[src/hdl/ikf_pkg.sv]
// Shared types, codes and constants of the IMU angle Kalman filter.
package ikf_pkg;

  localparam int NUM_AXES_DEF = 3;
  localparam int DIV_W = 57;
  localparam int CNT_W = $clog2(DIV_W);

  localparam logic [30:0] Q_ANGLE_RST = 31'd16777;
  localparam logic [30:0] Q_BIAS_RST = 31'd50332;
  localparam logic [30:0] R_MEAS_RST = 31'd503316;
  localparam logic signed [31:0] ONE_Q24 = 32'sd16777216;

  localparam logic [1:0] REG_Q_ANGLE = 2'd0;
  localparam logic [1:0] REG_Q_BIAS = 2'd1;
  localparam logic [1:0] REG_R_MEAS = 2'd2;

  localparam logic [1:0] STAT_FULL = 2'd0;
  localparam logic [1:0] STAT_READ = 2'd1;
  localparam logic [1:0] STAT_PRED = 2'd2;

  localparam logic [4:0] OP_NONE = 5'd0;
  localparam logic [4:0] OP_LOAD = 5'd1;
  localparam logic [4:0] OP_M_ANG = 5'd2;
  localparam logic [4:0] OP_A_ANG = 5'd3;
  localparam logic [4:0] OP_M_DTP = 5'd4;
  localparam logic [4:0] OP_A_DTP = 5'd5;
  localparam logic [4:0] OP_M_P00 = 5'd6;
  localparam logic [4:0] OP_A_P00 = 5'd7;
  localparam logic [4:0] OP_M_P11 = 5'd8;
  localparam logic [4:0] OP_A_P11 = 5'd9;
  localparam logic [4:0] OP_DIV_START = 5'd10;
  localparam logic [4:0] OP_DIV_STEP = 5'd11;
  localparam logic [4:0] OP_DIV_END = 5'd12;
  localparam logic [4:0] OP_M_K0Y = 5'd13;
  localparam logic [4:0] OP_A_K0Y = 5'd14;
  localparam logic [4:0] OP_M_K1Y = 5'd15;
  localparam logic [4:0] OP_A_K1Y = 5'd16;
  localparam logic [4:0] OP_M_K1P = 5'd17;
  localparam logic [4:0] OP_A_K1P = 5'd18;
  localparam logic [4:0] OP_M_K0P = 5'd19;
  localparam logic [4:0] OP_A_K0P = 5'd20;
  localparam logic [4:0] OP_M_K0Q = 5'd21;
  localparam logic [4:0] OP_A_K0Q = 5'd22;
  localparam logic [4:0] OP_STORE = 5'd23;

  typedef struct packed {
    logic [4:0] op;
    logic [1:0] status;
    logic       wr_state;
  } ikf_cmd_t;

  typedef struct packed {
    logic dt_zero;
    logic axis_bad;
    logic s_zero;
  } ikf_stat_t;

endpackage

[src/hdl/ikf_ctrl.sv]
// Controller: sequences one item through predict, divide and update steps.
module ikf_ctrl (
  input  logic               clk,
  input  logic               rst_n,
  input  logic               in_valid,
  output logic               in_ready,
  output logic               out_valid,
  input  logic               out_ready,
  input  ikf_pkg::ikf_stat_t stat,
  output ikf_pkg::ikf_cmd_t  cmd
);

  localparam logic [4:0] ST_IDLE = 5'd0;
  localparam logic [4:0] ST_LOAD = 5'd1;
  localparam logic [4:0] ST_M_ANG = 5'd2;
  localparam logic [4:0] ST_A_ANG = 5'd3;
  localparam logic [4:0] ST_M_DTP = 5'd4;
  localparam logic [4:0] ST_A_DTP = 5'd5;
  localparam logic [4:0] ST_M_P00 = 5'd6;
  localparam logic [4:0] ST_A_P00 = 5'd7;
  localparam logic [4:0] ST_M_P11 = 5'd8;
  localparam logic [4:0] ST_A_P11 = 5'd9;
  localparam logic [4:0] ST_DIV_START = 5'd10;
  localparam logic [4:0] ST_DIV_STEP = 5'd11;
  localparam logic [4:0] ST_DIV_END = 5'd12;
  localparam logic [4:0] ST_M_K0Y = 5'd13;
  localparam logic [4:0] ST_A_K0Y = 5'd14;
  localparam logic [4:0] ST_M_K1Y = 5'd15;
  localparam logic [4:0] ST_A_K1Y = 5'd16;
  localparam logic [4:0] ST_M_K1P = 5'd17;
  localparam logic [4:0] ST_A_K1P = 5'd18;
  localparam logic [4:0] ST_M_K0P = 5'd19;
  localparam logic [4:0] ST_A_K0P = 5'd20;
  localparam logic [4:0] ST_M_K0Q = 5'd21;
  localparam logic [4:0] ST_A_K0Q = 5'd22;
  localparam logic [4:0] ST_OUT = 5'd23;

  localparam logic [ikf_pkg::CNT_W-1:0] CNT_LAST = ikf_pkg::CNT_W'(ikf_pkg::DIV_W - 1);

  logic [4:0]                state_r, state_nxt;
  logic [ikf_pkg::CNT_W-1:0] cnt_r, cnt_nxt;
  logic [1:0]                status_r, status_nxt;
  logic                      out_valid_r, out_valid_nxt;
  logic                      out_free;

  assign out_free = !out_valid_r || out_ready;
  assign in_ready = (state_r == ST_IDLE);
  assign out_valid = out_valid_r;

  always_comb begin
    state_nxt = state_r;
    cnt_nxt = cnt_r;
    status_nxt = status_r;
    out_valid_nxt = out_valid_r && !out_ready;
    cmd.op = ikf_pkg::OP_NONE;
    cmd.status = status_r;
    cmd.wr_state = (status_r != ikf_pkg::STAT_READ);
    unique case (state_r)
      ST_IDLE: if (in_valid) state_nxt = ST_LOAD;
      ST_LOAD: begin
        cmd.op = ikf_pkg::OP_LOAD;
        state_nxt = ST_M_ANG;
        status_nxt = ikf_pkg::STAT_FULL;
      end
      ST_M_ANG: begin
        // Bad axis and zero step are known only once the item is registered.
        if (stat.axis_bad || stat.dt_zero) begin
          status_nxt = ikf_pkg::STAT_READ;
          state_nxt = ST_OUT;
        end else begin
          cmd.op = ikf_pkg::OP_M_ANG;
          state_nxt = ST_A_ANG;
        end
      end
      ST_A_ANG: begin cmd.op = ikf_pkg::OP_A_ANG; state_nxt = ST_M_DTP; end
      ST_M_DTP: begin cmd.op = ikf_pkg::OP_M_DTP; state_nxt = ST_A_DTP; end
      ST_A_DTP: begin cmd.op = ikf_pkg::OP_A_DTP; state_nxt = ST_M_P00; end
      ST_M_P00: begin cmd.op = ikf_pkg::OP_M_P00; state_nxt = ST_A_P00; end
      ST_A_P00: begin cmd.op = ikf_pkg::OP_A_P00; state_nxt = ST_M_P11; end
      ST_M_P11: begin cmd.op = ikf_pkg::OP_M_P11; state_nxt = ST_A_P11; end
      ST_A_P11: begin cmd.op = ikf_pkg::OP_A_P11; state_nxt = ST_DIV_START; end
      ST_DIV_START: begin
        if (stat.s_zero) begin
          status_nxt = ikf_pkg::STAT_PRED;
          state_nxt = ST_OUT;
        end else begin
          cmd.op = ikf_pkg::OP_DIV_START;
          cnt_nxt = '0;
          state_nxt = ST_DIV_STEP;
        end
      end
      ST_DIV_STEP: begin
        cmd.op = ikf_pkg::OP_DIV_STEP;
        cnt_nxt = cnt_r + 1'b1;
        if (cnt_r == CNT_LAST) state_nxt = ST_DIV_END;
      end
      ST_DIV_END: begin cmd.op = ikf_pkg::OP_DIV_END; state_nxt = ST_M_K0Y; end
      ST_M_K0Y: begin cmd.op = ikf_pkg::OP_M_K0Y; state_nxt = ST_A_K0Y; end
      ST_A_K0Y: begin cmd.op = ikf_pkg::OP_A_K0Y; state_nxt = ST_M_K1Y; end
      ST_M_K1Y: begin cmd.op = ikf_pkg::OP_M_K1Y; state_nxt = ST_A_K1Y; end
      ST_A_K1Y: begin cmd.op = ikf_pkg::OP_A_K1Y; state_nxt = ST_M_K1P; end
      ST_M_K1P: begin cmd.op = ikf_pkg::OP_M_K1P; state_nxt = ST_A_K1P; end
      ST_A_K1P: begin cmd.op = ikf_pkg::OP_A_K1P; state_nxt = ST_M_K0P; end
      ST_M_K0P: begin cmd.op = ikf_pkg::OP_M_K0P; state_nxt = ST_A_K0P; end
      ST_A_K0P: begin cmd.op = ikf_pkg::OP_A_K0P; state_nxt = ST_M_K0Q; end
      ST_M_K0Q: begin cmd.op = ikf_pkg::OP_M_K0Q; state_nxt = ST_A_K0Q; end
      ST_A_K0Q: begin cmd.op = ikf_pkg::OP_A_K0Q; state_nxt = ST_OUT; end
      ST_OUT: begin
        if (out_free) begin
          cmd.op = ikf_pkg::OP_STORE;
          out_valid_nxt = 1'b1;
          state_nxt = ST_IDLE;
        end
      end
      default: state_nxt = ST_IDLE;
    endcase
  end

  always_ff @(posedge clk) begin
    if (!rst_n) begin
      state_r <= ST_IDLE;
      cnt_r <= '0;
      status_r <= ikf_pkg::STAT_FULL;
      out_valid_r <= 1'b0;
    end else begin
      state_r <= state_nxt;
      cnt_r <= cnt_nxt;
      status_r <= status_nxt;
      out_valid_r <= out_valid_nxt;
    end
  end

  a_accept_load: assert property (@(posedge clk) disable iff (!rst_n)
    in_valid && in_ready |=> state_r == ST_LOAD)
    else $error("accepted item did not start with a state load");

  a_div_len: assert property (@(posedge clk) disable iff (!rst_n)
    state_r == ST_DIV_STEP && cnt_r == CNT_LAST |=> state_r == ST_DIV_END)
    else $error("divider did not finish after its last step");

  a_store_free: assert property (@(posedge clk) disable iff (!rst_n)
    cmd.op == ikf_pkg::OP_STORE |-> (!out_valid_r || out_ready))
    else $error("result register overwritten while its item waits");

  a_read_nowrite: assert property (@(posedge clk) disable iff (!rst_n)
    cmd.op == ikf_pkg::OP_STORE && cmd.status == ikf_pkg::STAT_READ |-> !cmd.wr_state)
    else $error("read-only item would write axis state");

endmodule
[config.mk]
export PLATFORM = sky130hd
export DESIGN_NAME = ikf_ctrl
export DESIGN_NICKNAME = d
export VERILOG_FILES = /design/src/hdl/ikf_pkg.sv /design/src/hdl/ikf_ctrl.sv
export SDC_FILE = /design/constraint.sdc
export NUM_CORES = 1
export LEC_CHECK = 0
export BUFFER_PORTS_ARGS = -buffer_cell sky130_fd_sc_hd__buf_2
export CORE_MARGIN = 8
export CORE_UTILIZATION = 45
export CTS_CLUSTER_DIAMETER = 40
export DETAILED_ROUTE_END_ITERATION = 8
export GPL_TIMING_DRIVEN = 0
export HOLD_SLACK_MARGIN = 0.12
export PLACE_DENSITY_LB_ADDON = 0.08
export SETUP_SLACK_MARGIN = 0.05
export SLEW_MARGIN = 10
export SYNTH_ARGS = -nofsm -noshare
export SYNTH_HDL_FRONTEND = slang
export SYNTH_SLANG_ARGS = --single-unit
[constraint.sdc]
create_clock -name clk -period 1.8 [get_ports clk]
set_clock_uncertainty 0.1 [all_clocks]
set_input_delay 0.09 -clock clk [delete_from_list [all_inputs] [get_ports clk]]
set_output_delay 0.09 -clock clk [all_outputs]
set_load 0.02 [all_outputs]
==> summary.txt, run 1 <==
Run status
  – Outcome: finished with violations
  – Violations in the final reports: negative setup slack

Setup path
  – Slowest Stage Delay on Critical Path: 430 ps
  – Maximum net fanout on the critical path: 4
  – Kind of start point of the critical path: register
  – Category of the most critical setup path: reg2out
  – Critical path's top delay family: simple AND/OR/NAND/NOR gates
  – Element type at the critical path end: output pin
  – Worst EP required: 1610 ps
  – Register-to-register path setup slack: -30 ps
  – Worst path bufs/invs: 1
  – Worst EP arrival: 1670 ps
  – Slowest stage cell on the critical path: sky130_fd_sc_hd__or3_4
  – Cell-by-cell listing of the critical path: or3_4 -> nor4_4 -> a21oi_2 -> nand3_1 -> buf_6

Pwr
  – Design Power: 1.82 mW
  – Total leakage power: 0.488 nW
  – PwrDens: 1480 nW/um^2
  – Worst ir drop on vdd: 0.952 mV

Finish
  – FF+latch area: 289 sq um
  – Most used cells in the layout excluding fill and tap cells: sky130_fd_sc_hd__buf_2, sky130_fd_sc_hd__a21oi_1, sky130_fd_sc_hd__dfxtp_1, sky130_fd_sc_hd__nor2_1
  – Proportion of layout cells with a drive suffix above 1: 0.313
  – Nets: 157
  – Combined area of the multi-input logic cells: 654 sq um
  – Post-synthesis to final-layout area growth: 29.9%
  – Most common cell after layout, fill and taps aside: sky130_fd_sc_hd__buf_2
  – Fill cell total of the finished layout: 178
  – Antenna diodes: 0
  – Post-Route Utilization: 0.620

Global route
  – Global-route wire length before repair: 4090 microns
  – Number of global-route vias before repair: 918
  – Total global routing track utilization: 0.142
  – Aggregate global routing overflow: 0
  – Maximum number of pins on one net before global-route repair: 11
  – Antenna violations before repair: 0

Placement
  – Detailed Place HPWL: 1840 microns
  – Pre-CTS setup slack: -166 ps
  – Port bufs: 16
  – Final weighted congestion of routability-driven global placement: 0.895

Floorplanning
  – CORE AREA: 1980 sq um
  – Die width: 61.8 microns
  – # IOs: 17
  – Die outline height: 61.8 microns
  – Die footprint: 3820 sq um
  – Initial Utilization: 0.477
  – Count of standard-cell rows: 16

STA
  – Max Freq: 538 MHz
  – Post-route fraction of the period consumed by the critical path: 1.03
  – Relative slew slack: 0.661
  – Slew at the pin closest to its max-slew limit: 505 ps
  – Minimum clock period after layout: 1860 ps
  – Endpoints failing hold: 0
  – Finish-stage setup viols: 2
  – Worst-case setup margin in the final layout: -57.7 ps
  – Final-report max-slew violation count: 0
  – RSZ-0062 raised after global routing: true

Clocking
  – Number of buffers created by CTS: 3
  – CTS root buf: sky130_fd_sc_hd__clkbuf_4
  – CTS Sinks: 14
  – Number of H-tree branching levels: 1
  – CTS tree: yes
  – CTS clk-pin slew, worst paths: 100 ps
  – Clock latency reported for the late side of the worst-skew pair: 280 ps
  – Bufs on Longest Clock Path: 2

Synthesis
  – Post-synthesis cell type with the largest combined area: sky130_fd_sc_hd__dfxtp_1
  – Average cell area after synthesis: 7.75 sq um
  – Post-synthesis instance area: 946 sq um
  – Yosys warnings: 0
  – Area share of the leading cell type in the synthesized netlist: 0.296
  – Synth Area in XOR/XNOR: 0.0370
  – Dominant combinational cell family by area after synthesis: simple AND/OR/NAND/NOR gates
  – Complex-gate fraction of the synthesized area: 0.247
  – Main synth FF type: sky130_fd_sc_hd__dfxtp_1
  – Yosys reg bits: 14
  – Number of standard cells after synthesis: 122
  – Cell types occupying the most area after synthesis: sky130_fd_sc_hd__dfxtp_1, sky130_fd_sc_hd__a21oi_1, sky130_fd_sc_hd__nand2b_1
  – Net count of the mapped netlist: 131
  – Register area share after synthesis: 0.296
  – Post-synth EDFFs: 0
  – Async S/R FF share, synth: 0
  – Multiplexer fraction of the synthesized cell area: 0
  – Post-synthesis adder-cell area fraction: 0.0265
  – Simple-Gate Fraction of Synth Area: 0.324
  – Number of distinct standard cells referenced by the synthesized netlist: 39

Drt
  – DRC viols: 0
  – Violation count after the first detailed-route iteration: 63
  – Antenna Nets Post-Route: 0
  – Final wirelength: 2780 microns
  – Via density per instance: 6.01
  – Pre-antenna DRT Iters: 6
  – Post-DR wirelength/cell: 16.0 microns
  – Total number of vias: 1045

Hold path
  – Min-Delay Path Class: in2reg

Flow run
  – Maximum Capacitance Violations: 0
==> flip-flops by register name, indices dropped and copies added, names as in the netlist <==
name       count
state_r        5
out_valid      1
status_r       2
cnt_r          6
==> repair_timing <==
action / in CTS / in global routing
resized for setup: 15 / 20
hold buffers: 3 / 0
hold endpoints to repair: 8 / 0
setup endpoints to repair: 14 / 15
pin swaps: 3 / 3
buffers inserted: 4 / 1
==> synthesized netlist by cell type, types with 3 or more instances <==
cell and instances:
sky130_fd_sc_hd__nand3_1 3, sky130_fd_sc_hd__nand2b_1 6, sky130_fd_sc_hd__o41ai_1 3, sky130_fd_sc_hd__nor3_1 4, sky130_fd_sc_hd__nor4_1 3, sky130_fd_sc_hd__and2_1 5
sky130_fd_sc_hd__nor2b_1 3, sky130_fd_sc_hd__nand2_1 6, sky130_fd_sc_hd__inv_1 7, sky130_fd_sc_hd__a211oi_1 3, sky130_fd_sc_hd__o21ai_0 6, sky130_fd_sc_hd__nor2_1 8
sky130_fd_sc_hd__clkbuf_1 6, sky130_fd_sc_hd__a21oi_1 12, sky130_fd_sc_hd__dfxtp_1 14
==> cell type report <==
| class | instances | area share |
|---|---|---|
| flip-flops and latches | 14 | 0.235 |
| repair buffers | 24 | 0.127 |
| multi-input cells | 93 | 0.533 |
| inverters | 7 | 0.0214 |
| well taps | 27 | 0.0275 |
| clock buffers | 4 | 0.0295 |
| plain buffers | 5 | 0.0265 |
==> stage by stage <==
step / hold WS [ps] / area [sq um] / cells / setup TNS (ps)
finish: 162 / 1230 / 174 / -90.7
global route: 205 / 1230 / 174 / -179
CTS: 153 / 1190 / 174 / -305
detailed placement: 270 / 1060 / 165 / -973
global placement: 281 / 1060 / 165 / -941
floorplan: 112 / 946 / 122 / -83.9
==> layer usage <==
layer,track usage,vias up,routed length [microns]
li1,-,499,-
met1,0.182,470,1180
met2,0.223,68,1310
met3,0.0370,8,264
met4,0.0487,0,34
met5,0,-,0
==> worst register-to-register path: stages (launching register included) <==
cell,delay [ps]
sky130_fd_sc_hd__dfxtp_2,350
sky130_fd_sc_hd__or3_4,430
sky130_fd_sc_hd__or4_4,440
sky130_fd_sc_hd__and3_4,180
sky130_fd_sc_hd__o31a_1,220
==> logic make-up after synthesis <==
family / after synthesis
adder cells (fa/ha/maj): 2
flip-flops: 14
AND/OR/NAND/NOR: 52
AO/OA/AOI/OAI: 35
XOR/XNOR: 4
buffers and inverters: 15
==> worst paths after layout <==
path	start	end	cells after the start
max	state_r[3]	cmd[4]	5
min	in_valid	state_r[1]	4
max reg2reg	state_r[3]	state_r[0]	4
min reg2reg	status_r[1]	status_r[1]	2
==> where the power goes <==
part	internal [mW]	total, mW	switching [mW]	leakage [nW]
registers	0.385	0.475	0.0898	0.116
logic	0.463	1.11	0.651	0.351
clock network	0.123	0.233	0.110	0.0210
total	0.971	1.82	0.850	0.488
Power figures use the tool's default switching activity.
==> inputs of run 2 (changes only) <==
Settings changed: SKIP_CTS_REPAIR_TIMING from default to 1.
==> summary.txt, run 2 (same netlist as run 1, synthesis figures left out) <==
STA
  – Worst-case setup margin in the final layout: -153 ps
  – Worst-case hold slack: 155 ps
  – Relative slew slack: 0.666
  – Slew at the pin closest to its max-slew limit: 497 ps
  – Endpoints failing hold: 0
  – Final-report max-slew violation count: 0
  – Max Freq: 512 MHz
  – Post-route fraction of the period consumed by the critical path: 1.08
  – Finish-stage setup viols: 2
  – RSZ-0062 raised after global routing: true
  – Minimum clock period after layout: 1950 ps

Finish
  – Nets: 157
  – Post-synthesis to final-layout area growth: 28.0%
  – Finished Layout Cells: 174
  – Post-Route Utilization: 0.611
  – Most flop-heavy register: cnt_r
  – Fill cell total of the finished layout: 176
  – Antenna diodes: 0
  – Most used cells in the layout excluding fill and tap cells: sky130_fd_sc_hd__buf_2, sky130_fd_sc_hd__a21oi_1, sky130_fd_sc_hd__dfxtp_1, sky130_fd_sc_hd__nor2_1, sky130_fd_sc_hd__inv_1
  – Most common cell after layout, fill and taps aside: sky130_fd_sc_hd__buf_2
  – Leading registers by flop count: cnt_r: 6 flops, state_r: 5 flops, status_r: 2 flops
  – Max reg flops: 6
  – Proportion of layout cells with a drive suffix above 1: 0.279

Setup path
  – Worst EP required: 1610 ps
  – Worst EP arrival: 1760 ps
  – Dominant cell type by count on the critical path: sky130_fd_sc_hd__buf_6
  – Category of the most critical setup path: reg2out
  – Depth of the worst register-to-register path: 5
  – Maximum net fanout on the critical path: 7
  – Kind of start point of the critical path: register
  – Element type at the critical path end: output pin
  – Critical path's top delay family: simple AND/OR/NAND/NOR gates
  – Worst reg2reg path startpoint: state_r[0]
  – Crit path from: state_r[0]
  – Register-to-register path setup slack: -100 ps
  – Reg-to-reg endpoint: state_r[0]
  – Cell-by-cell listing of the critical path: or3_4 -> buf_6 -> nor4_4 -> a21oi_1 -> nand3_1 -> buf_6
  – Slowest Stage Delay on Critical Path: 370 ps
  – Slowest stage cell on the critical path: sky130_fd_sc_hd__dfxtp_4
  – Worst path bufs/invs: 2

Hold path
  – Min-Delay Path Class: in2reg
  – Start point of the worst hold path: in_valid
  – Hold Path Cell Cnt: 4
  – Worst hold path endpoint: state_r[1]

Clocking
  – CTS tree: yes
  – Number of H-tree branching levels: 1
  – CTS Sinks: 14
  – Number of buffers created by CTS: 3
  – Bufs on Longest Clock Path: 2
  – Clock latency reported for the late side of the worst-skew pair: 290 ps
  – CTS clk-pin slew, worst paths: 80 ps
  – CTS root buf: sky130_fd_sc_hd__clkbuf_4

Floorplanning
  – Die outline height: 61.8 microns
  – Count of standard-cell rows: 16
  – Initial Utilization: 0.477
  – Die width: 61.8 microns
  – CORE AREA: 1980 sq um
  – # IOs: 17
  – Die footprint: 3820 sq um

Pwr
  – Worst ir drop on vdd: 0.824 mV
  – Total leakage power: 0.482 nW
  – PwrDens: 1480 nW/um^2
  – Design Power: 1.79 mW

Drt
  – Pre-antenna DRT Iters: 4
  – Violation count after the first detailed-route iteration: 50
  – Final wirelength: 2630 microns
  – Antenna Nets Post-Route: 0
  – DRC viols: 0
  – Post-DR wirelength/cell: 15.1 microns
  – Total number of vias: 1046
  – Via density per instance: 6.01

Global route
  – Global-route wire length before repair: 3770 microns
  – Aggregate global routing overflow: 0
  – Maximum number of pins on one net before global-route repair: 11
  – Number of global-route vias before repair: 871
  – Total global routing track utilization: 0.130
  – Antenna violations before repair: 0

Placement
  – Detailed Place HPWL: 1840 microns
  – Port bufs: 16
  – Pre-CTS setup slack: -166 ps
  – Number of instances in the placed design: 165
  – Final weighted congestion of routability-driven global placement: 0.895

Flow run
  – Maximum Capacitance Violations: 0

Run status
  – Violations in the final reports: negative setup slack
  – Outcome: finished with violations
-- run 2: worst register-to-register path: stages, from the launching register on --
cell	delay (ps)
sky130_fd_sc_hd__dfxtp_4	370
sky130_fd_sc_hd__or3_4	360
sky130_fd_sc_hd__buf_6	140
sky130_fd_sc_hd__or4_4	420
sky130_fd_sc_hd__and3_4	180
sky130_fd_sc_hd__o31a_1	220
-- run 2: routing by layer --
metal / vias to the layer above / share of wire / wire length (microns) / track usage
li1: 502 / - / - / -
met1: 479 / 0.43 / 1140 / 0.174
met2: 57 / 0.45 / 1190 / 0.192
met3: 8 / 0.097 / 256 / 0.0350
met4: 0 / 0.017 / 44 / 0.0487
met5: - / 0 / 0 / 0
-- run 2: layout make-up --
type | count | area (sq um) | area share
buffer | 6 | 41.3 | 0.0341
clock buffer | 4 | 36.3 | 0.0300
inverter | 7 | 26.3 | 0.0217
multi-input combinational | 93 | 641 | 0.529
sequential | 14 | 287 | 0.237
tap | 27 | 33.8 | 0.0279
timing repair buffer | 23 | 146 | 0.121
-- run 2: how the worst max path moves through the flow --
| stage | to | slack [ps] | cells past startpoint |
|---|---|---|---|
| 2_1_floorplan | state_r[0] | -80 | 6 |
| 3_3_place_gp | cnt_r[0] | -180 | 4 |
| 3_5_place_dp | cnt_r[5] | -170 | 4 |
| 4_1_cts | cmd[4] | -410 | 6 |
| 5_1_grt | cmd[4] | -230 | 6 |
| 6_report | cmd[4] | -150 | 6 |
-- run 2: power breakdown --
part           internal, mW  switching, mW
Combinational         0.464          0.622
Clock                 0.123          0.111
Sequential            0.380         0.0923
-- run 2: metrics by stage --
step / area [sq um] / TNS (ps)
final: 1210 / -256
after global routing: 1210 / -736
after CTS: 1100 / -1840
after detailed placement: 1060 / -973
after global placement: 1060 / -941
after floorplan: 946 / -83.9
==> inputs of run 3 (changes only) <==
--- a/config.mk
+++ b/config.mk
@@ -13,3 +13,3 @@
 export GPL_TIMING_DRIVEN = 0
-export HOLD_SLACK_MARGIN = 0.12
+export HOLD_SLACK_MARGIN = 0.03
 export PLACE_DENSITY_LB_ADDON = 0.08
==> constraint.sdc (replaced) <==
create_clock -name clk -period 1.8 [get_ports clk]
set_clock_uncertainty 0.1 [all_clocks]
set_input_delay 0.27 -clock clk [delete_from_list [all_inputs] [get_ports clk]]
set_output_delay 0.27 -clock clk [all_outputs]
set_load 0.02 [all_outputs]
==> summary.txt, run 3 (same netlist as run 1, synthesis figures left out) <==
STA
  – Minimum clock period after layout: 2110 ps
  – RSZ-0062 raised after global routing: true
  – Final-report max-slew violation count: 0
  – Endpoints failing hold: 0
  – Worst-case setup margin in the final layout: -309 ps
  – Post-route fraction of the period consumed by the critical path: 1.17
  – Max Freq: 474 MHz
  – Worst-case hold slack: 157 ps
  – Slew at the pin closest to its max-slew limit: 563 ps
  – Finish-stage setup viols: 5
  – Relative slew slack: 0.622

Global route
  – Maximum number of pins on one net before global-route repair: 11
  – Aggregate global routing overflow: 0
  – Number of global-route vias before repair: 882
  – Antenna violations before repair: 0
  – Total global routing track utilization: 0.136
  – Global-route wire length before repair: 3930 microns

Clocking
  – Number of buffers created by CTS: 3
  – Bufs on Longest Clock Path: 2
  – Number of H-tree branching levels: 1
  – CTS tree: yes
  – CTS root buf: sky130_fd_sc_hd__clkbuf_4
  – CTS clk-pin slew, worst paths: 100 ps
  – Clock latency reported for the late side of the worst-skew pair: 290 ps
  – CTS Sinks: 14

Setup path
  – Category of the most critical setup path: reg2out
  – Slowest stage cell on the critical path: sky130_fd_sc_hd__or3_4
  – Worst reg2reg path startpoint: state_r[3]
  – Critical path's top delay family: simple AND/OR/NAND/NOR gates
  – Kind of start point of the critical path: register
  – Slowest Stage Delay on Critical Path: 380 ps
  – Crit path from: state_r[3]
  – Element type at the critical path end: output pin
  – Worst path bufs/invs: 2
  – Cell-by-cell listing of the critical path: or3_4 -> buf_6 -> nor4_4 -> a21oi_2 -> nand3_2 -> buf_6
  – Worst EP required: 1430 ps
  – Worst EP arrival: 1740 ps
  – Maximum net fanout on the critical path: 5
  – Dominant cell type by count on the critical path: sky130_fd_sc_hd__buf_6

Finish
  – Nets: 154
  – Post-synthesis to final-layout area growth: 32.3%
  – Combined area of the multi-input logic cells: 667 sq um
  – FF+latch area: 292 sq um
  – Most flop-heavy register: cnt_r
  – Fill cell total of the finished layout: 169
  – Most common cell after layout, fill and taps aside: sky130_fd_sc_hd__buf_2
  – Antenna diodes: 0
  – Post-Route Utilization: 0.631
  – Max reg flops: 6
  – Proportion of layout cells with a drive suffix above 1: 0.340
  – Leading registers by flop count: cnt_r: 6 flops, state_r: 5 flops, status_r: 2 flops
  – Most used cells in the layout excluding fill and tap cells: sky130_fd_sc_hd__buf_2, sky130_fd_sc_hd__a21oi_1, sky130_fd_sc_hd__dfxtp_1, sky130_fd_sc_hd__nor2_1, sky130_fd_sc_hd__buf_4

Drt
  – Post-DR wirelength/cell: 15.9 microns
  – DRC viols: 0
  – Antenna Nets Post-Route: 0
  – Pre-antenna DRT Iters: 4
  – Total number of vias: 1006
  – Via density per instance: 5.88
  – Violation count after the first detailed-route iteration: 22
  – Final wirelength: 2720 microns

Floorplanning
  – Die width: 61.8 microns
  – Die outline height: 61.8 microns
  – Initial Utilization: 0.477
  – Die footprint: 3820 sq um
  – Count of standard-cell rows: 16
  – CORE AREA: 1980 sq um
  – # IOs: 17

Pwr
  – PwrDens: 1560 nW/um^2
  – Design Power: 1.95 mW
  – Total leakage power: 0.511 nW
  – Worst ir drop on vdd: 0.897 mV

Run status
  – Outcome: finished with violations
  – Violations in the final reports: negative setup slack

Placement
  – Final weighted congestion of routability-driven global placement: 0.924
  – Port bufs: 16
  – Detailed Place HPWL: 1850 microns

Flow run
  – Maximum Capacitance Violations: 0

Hold path
  – Min-Delay Path Class: in2reg
  – Start point of the worst hold path: rst_n
## run 3: changes by cell type in the layout (fill, tap and decap cells not counted), sizes merged
cell,before,now
clkbuf,9,4
buf,21,25
dlygate4sd3,3,0
dlymetal6s2s,0,1
## run 3: final timing paths
check	endpoint	slack, ps	depth (start not counted)
worst max register to register	state_r[0]	-150	5
worst min register to register	status_r[0]	390	2
worst min-delay path	state_r[0]	160	2
worst max-delay path	cmd[4]	-310	6
## run 3: power breakdown
part           internal [mW]  leakage (nW)  total [mW]  switching [mW]
combinational          0.560         0.374        1.24           0.675
clock                  0.123        0.0210       0.239           0.115
sequential             0.390         0.116       0.474          0.0845
total                   1.07         0.511        1.95           0.875
## run 3: routing by layer
| metal | track usage | vias to the layer above | part of all wire |
|---|---|---|---|
| met4 | 0.0714 | 0 | 0.013 |
| met3 | 0.0494 | 7 | 0.097 |
| met2 | 0.198 | 43 | 0.44 |
| li1 | - | 495 | - |
| met1 | 0.169 | 461 | 0.45 |
| met5 | 0 | - | 0 |
## run 3: stage by stage
stage	cell area [sq um]	setup TNS, ps	std cells	setup slack [ps]
after floorplan	951	-83.9	122	-83.9
after global placement	1060	-1240	165	-258
after detailed placement	1060	-1250	165	-252
after CTS	1100	-2940	169	-563
after global routing	1250	-1110	171	-354
final	1250	-620	171	-309
## run 3: layout make-up
cell class	count	area share
clock buffers	4	0.0290
inverters	7	0.0210
well taps	27	0.0270
multi-input cells	93	0.533
plain buffers	6	0.0520
repair buffers	20	0.105
flip-flops and latches	14	0.233
